File: src/rtl/chgs_pkg.sv
`default_nettype none

package chgs_pkg;

  // Field widths
  localparam int unsigned CMD_W    = 2;
  localparam int unsigned MINUTE_W = 11;
  localparam int unsigned TAP_W    = 7;
  localparam int unsigned HW_W     = 7;
  localparam int unsigned COUNT_W  = 20;
  localparam int unsigned WEIGHT_W = 20;
  localparam int unsigned PROD_W   = COUNT_W + WEIGHT_W;
  localparam int unsigned SUM_W    = 52;

  // Parameter defaults
  localparam int unsigned NUM_BINS_DEF       = 1440;
  localparam int unsigned MAX_HALF_WIDTH_DEF = 64;

  typedef enum logic [CMD_W-1:0] {
    CMD_ADD   = 2'd0,
    CMD_LOAD  = 2'd1,
    CMD_QUERY = 2'd2,
    CMD_NOP   = 2'd3
  } cmd_e;

  typedef enum logic [2:0] {
    ST_CLEAR,
    ST_IDLE,
    ST_ADD_WR,
    ST_QRY_ISSUE,
    ST_QRY_DRAIN,
    ST_RESP
  } state_e;

  // Control from the sequencer to the multiply-accumulate unit
  typedef struct packed {
    logic clr;
    logic vld;
  } mac_ctrl_t;

endpackage

`default_nettype wire

File: src/rtl/chgs_mac.sv
`default_nettype none

module chgs_mac (
  input  wire logic                            clk_i,
  input  wire logic                            rst_ni,
  input  wire chgs_pkg::mac_ctrl_t             ctrl_i,
  input  wire logic [chgs_pkg::COUNT_W-1:0]    a_i,
  input  wire logic [chgs_pkg::WEIGHT_W-1:0]   b_i,
  output logic                                 busy_o,
  output logic      [chgs_pkg::SUM_W-1:0]      acc_o
);

  import chgs_pkg::*;

  logic [PROD_W-1:0] prod_q;
  logic              pv_q;
  logic [SUM_W-1:0]  acc_q;
  logic [SUM_W-1:0]  acc_d;
  logic [SUM_W:0]    sum;

  // Multiply stage
  always_ff @(posedge clk_i) begin
    if (ctrl_i.vld) begin
      prod_q <= PROD_W'(a_i) * PROD_W'(b_i);
    end
  end

  always_ff @(posedge clk_i or negedge rst_ni) begin
    if (!rst_ni) begin
      pv_q <= 1'b0;
    end else begin
      pv_q <= ctrl_i.vld;
    end
  end

  // Accumulate with saturation at the full 52-bit range
  always_comb begin
    sum   = {1'b0, acc_q} + (SUM_W + 1)'(prod_q);
    acc_d = sum[SUM_W] ? {SUM_W{1'b1}} : sum[SUM_W-1:0];
  end

  always_ff @(posedge clk_i) begin
    if (ctrl_i.clr) begin
      acc_q <= '0;
    end else if (pv_q) begin
      acc_q <= acc_d;
    end
  end

  assign busy_o = pv_q;
  assign acc_o  = acc_q;

endmodule

`default_nettype wire

File: config.mk
export PLATFORM = sky130hd
export DESIGN_NAME = chgs_mac
export DESIGN_NICKNAME = d
export VERILOG_FILES = /design/src/rtl/chgs_pkg.sv /design/src/rtl/chgs_mac.sv
export SDC_FILE = /design/constraint.sdc
export NUM_CORES = 1
export LEC_CHECK = 0
export BUFFER_PORTS_ARGS = -buffer_cell sky130_fd_sc_hd__buf_2
export CAP_MARGIN = 20
export CORE_MARGIN = 1.5
export CORE_UTILIZATION = 65
export DETAILED_ROUTE_END_ITERATION = 16
export PLACE_DENSITY = 0.92
export SLEW_MARGIN = 20
export SYNTH_ARGS = -nofsm -noshare
export SYNTH_HDL_FRONTEND = slang
export SYNTH_SLANG_ARGS = --single-unit
File: constraint.sdc
create_clock -name clk_i -period 8.7 [get_ports clk_i]
set_clock_uncertainty 0.05 [all_clocks]
set_input_delay 0.435 -clock clk_i [delete_from_list [all_inputs] [get_ports clk_i]]
set_output_delay 0.435 -clock clk_i [all_outputs]
set_load 0.1 [all_outputs]
==> flow_metrics.env <==
export IMPL_outcome="finished clean"
export IMPL_fin_crit_sh=0.809
export IMPL_ys_types=78
export IMPL_holdCritPathClass="input pin to async pin"
export IMPL_placementRows=62
export IMPL_path_class="input pin to register"
export IMPL_via_count=14535
export IMPL_finalSetupViolCount=0
export IMPL_critical_path_max_fanout=20
export IMPL_die_width_um=173
export IMPL_clock_latency_ns=0.35
export IMPL_place_area_um2=19300
export IMPL_areaGrowthSynthToFinish_pct=4.45
export IMPL_die_height_um=173
export IMPL_cts_tree="built"
export IMPL_critPathRequiredTime_ns=8.73
export IMPL_mappedNetlistArea_um2=18800
export IMPL_end_kind="register"
export IMPL_max_freq_mhz=142
export IMPL_htreeDepth=3
export IMPL_die_area_um2=30000
export IMPL_postLayoutCellArea_um2=19600
export IMPL_io_buffer_count=96
export IMPL_post_route_cells_drive_above_1_share=0.0735
export IMPL_placement_setup_worst_slack_ns=1.32
export IMPL_grt_first_pass_wirelength_um=74000
export IMPL_syn_num_nets=2619
export IMPL_drc_errors=0
export IMPL_drt_pass1_iterations=6
export IMPL_antenna_left=0
export IMPL_cts_made_buffers=9
export IMPL_dp_hpwl_um=36400
export IMPL_arrival_ns=7.06
export IMPL_routed_wl_um=44800
export IMPL_drt_first_iter_violations=1540
export IMPL_fillCellCount=2054
export IMPL_clock_sinks=93
export IMPL_layout_cells_most_common="sky130_fd_sc_hd__inv_1"
export IMPL_worstSetupStartpointType="input pin"
export IMPL_synth_yosys_warnings=0
export IMPL_postLayoutSetupSlackWorst_ns=1.66
export IMPL_synthesis_instances=2064
export IMPL_synth_async_sr_flop_share=0.0108
export IMPL_worst_slew_pin_slew_ns=1.12
export IMPL_finalHoldWorstSlack_ns=0.353
export IMPL_rsz0062_at_grt="false"
export IMPL_top_level_ports=97
export IMPL_grt_pass1_vias=15429
export IMPL_floorplan_initialDensity=0.657
export IMPL_placeableCoreArea_um2=28600
export IMPL_cap_viol_max_count=0
export IMPL_area_occupied_by_multi_input_gates_um2=14700
export IMPL_antennaDiodeCount=0
export IMPL_synth_ff_type="sky130_fd_sc_hd__dfxtp_1"
export IMPL_antenna_found_initial=0
export IMPL_finalSetupTns_ns=0
export IMPL_grt_ovfl_total=0
export IMPL_route_detailed_wl_per_inst_um=18.3
export IMPL_final_replace_weighted_congestion=0.952
export IMPL_maximum_number_of_pins_on_one_net_before_global_route_repair=87
export IMPL_drt_vias_per_instance=5.93
export IMPL_synth_seq_cells=93
export IMPL_largest_buffer_count_on_any_clock_path=2
export IMPL_number_of_flops_mapped_to_enable_cells_by_yosys=40
export IMPL_track_usage=0.305
export IMPL_post_syn_area_per_cell_um2=9.11
export IMPL_finalMaxSlewViolations=0
export IMPL_final_nets=2618
export IMPL_timing_slew_headroom=0.252
export IMPL_report_final_hold_viol_count=0
export IMPL_cts_reportedPaths_clkPinSlew_ns=0.06
export IMPL_layout_area_seq_um2=2270
export IMPL_cts_root_buf="sky130_fd_sc_hd__clkbuf_16"
export IMPL_most_common_layout_cells="sky130_fd_sc_hd__inv_1, sky130_fd_sc_hd__fa_1, sky130_fd_sc_hd__and2_1, sky130_fd_sc_hd__nand2_1, sky130_fd_sc_hd__ha_1"
export IMPL_final_min_clock_period_ns=7.04
export IMPL_ys_seq_area_frac=0.121
==> Yosys cell counts (all sizes together), types with 2 or more instances <==
cell      n  area share
a41o      2      0.0011
o21a      8      0.0032
o21bai   14      0.0056
or3       2     0.00067
nor3     11      0.0032
a21oi    85       0.024
xor2     27       0.013
a211oi    9      0.0036
o21ai    32      0.0095
xnor2    49       0.023
buf       9      0.0033
a221o     4      0.0021
and4bb    2      0.0013
o311a     2      0.0017
nand2   222       0.044
nor2b     7      0.0023
and4      3      0.0014
and2    226       0.076
and3     16      0.0057
a31o      5      0.0028
o311ai    3      0.0023
a31oi    14      0.0047
ha      190        0.13
nand2b    7      0.0023
inv     369       0.074
nand3    18      0.0048
fa      321        0.34
a21o     53       0.021
clkbuf  102       0.020
dfxtp    52       0.055
edfxtp   40       0.064
o211ai    5      0.0020
nand4    12      0.0040
nor2     77       0.015
or2       4      0.0013
a311oi   41       0.022
o31ai     3      0.0019
==> layout make-up <==
type | count | area share
Clock buffer | 11 | 0.0130
Clock inverter | 5 | 0.00204
Inverter | 369 | 0.0705
Multi-Input combinational cell | 1491 | 0.749
Sequential cell | 93 | 0.115
Tap cell | 384 | 0.0245
Timing Repair Buffer | 99 | 0.0257
==> worst max-delay path, cell delays in order <==
cell	delay [ns]
sky130_fd_sc_hd__buf_2	0.32
sky130_fd_sc_hd__and2_1	0.21
sky130_fd_sc_hd__fa_1	0.44
sky130_fd_sc_hd__fa_1	0.51
sky130_fd_sc_hd__inv_1	0.05
sky130_fd_sc_hd__fa_1	0.49
sky130_fd_sc_hd__inv_1	0.07
sky130_fd_sc_hd__fa_1	0.52
sky130_fd_sc_hd__inv_1	0.07
sky130_fd_sc_hd__fa_1	0.53
sky130_fd_sc_hd__inv_1	0.05
sky130_fd_sc_hd__fa_1	0.48
sky130_fd_sc_hd__inv_1	0.05
sky130_fd_sc_hd__fa_1	0.47
sky130_fd_sc_hd__inv_1	0.04
sky130_fd_sc_hd__ha_1	0.36
sky130_fd_sc_hd__nand4_1	0.14
sky130_fd_sc_hd__or2_0	0.26
sky130_fd_sc_hd__o21ai_2	0.24
sky130_fd_sc_hd__a21oi_2	0.10
sky130_fd_sc_hd__o41a_4	0.47
sky130_fd_sc_hd__o21ai_2	0.18
sky130_fd_sc_hd__a21oi_2	0.09
sky130_fd_sc_hd__o41ai_2	0.33
sky130_fd_sc_hd__xor2_1	0.13
==> path summary, 6_finish.rpt <==
| path | cells past startpoint | start | endpoint | slack, ns |
|---|---|---|---|---|
| min in group clk_i | 2 | acc_o[34]$_SDFFE_PP0P_ | acc_o[34]$_SDFFE_PP0P_ | 0.46 |
| setup reg to reg | 14 | prod_q[0]$_DFFE_PP_ | acc_o[43]$_SDFFE_PP0P_ | 5.00 |
| hold / removal | 2 | rst_ni | busy_o$_DFF_PN0_ | 0.35 |
| max in group asynchronous | 2 | rst_ni | busy_o$_DFF_PN0_ | 8.15 |
| hold reg to reg | 2 | acc_o[34]$_SDFFE_PP0P_ | acc_o[34]$_SDFFE_PP0P_ | 0.46 |
| setup / recovery | 25 | a_i[9] | prod_q[37]$_DFFE_PP_ | 1.66 |
==> metrics by stage <==
step	std cells	utilization
final	2452	0.686
after global routing	2452	0.686
after CTS	2452	0.686
after detailed placement	2435	0.676
after global placement	2435	0.676
after floorplan	2064	-
==> layer usage <==
metal	GRT usage	wire length (um)	vias to the layer above
met4	0.0844	1010	0
met2	0.515	21100	721
li1	-	-	6528
met5	0	0	-
met3	0.0726	4430	121
met1	0.394	18200	7165
==> cell families after synthesis <==
family | after synthesis | synth area share
DFF | 93 | 0.121
and+or+nand+nor | 612 | 0.164
adders and majority gates | 511 | 0.468
AOI/OAI and AO/OA | 292 | 0.114
buffers and inverters | 480 | 0.0973
xor gates and xnor gates | 76 | 0.0354
==> what timing repair did <==
action	4_1_cts	5_1_grt
hold endpoints to repair	1	0
hold buffers	1	0
setup buffers	0	0
resized for setup	0	0
==> flip-flops by register name, summed over array words and instances (netlist names) <==
signal / cells
busy_o: 1
prod_q: 40
acc_o: 52
Power is not shown: default switching activity piles up to over one toggle a cycle in this logic, so the estimate is an artifact.
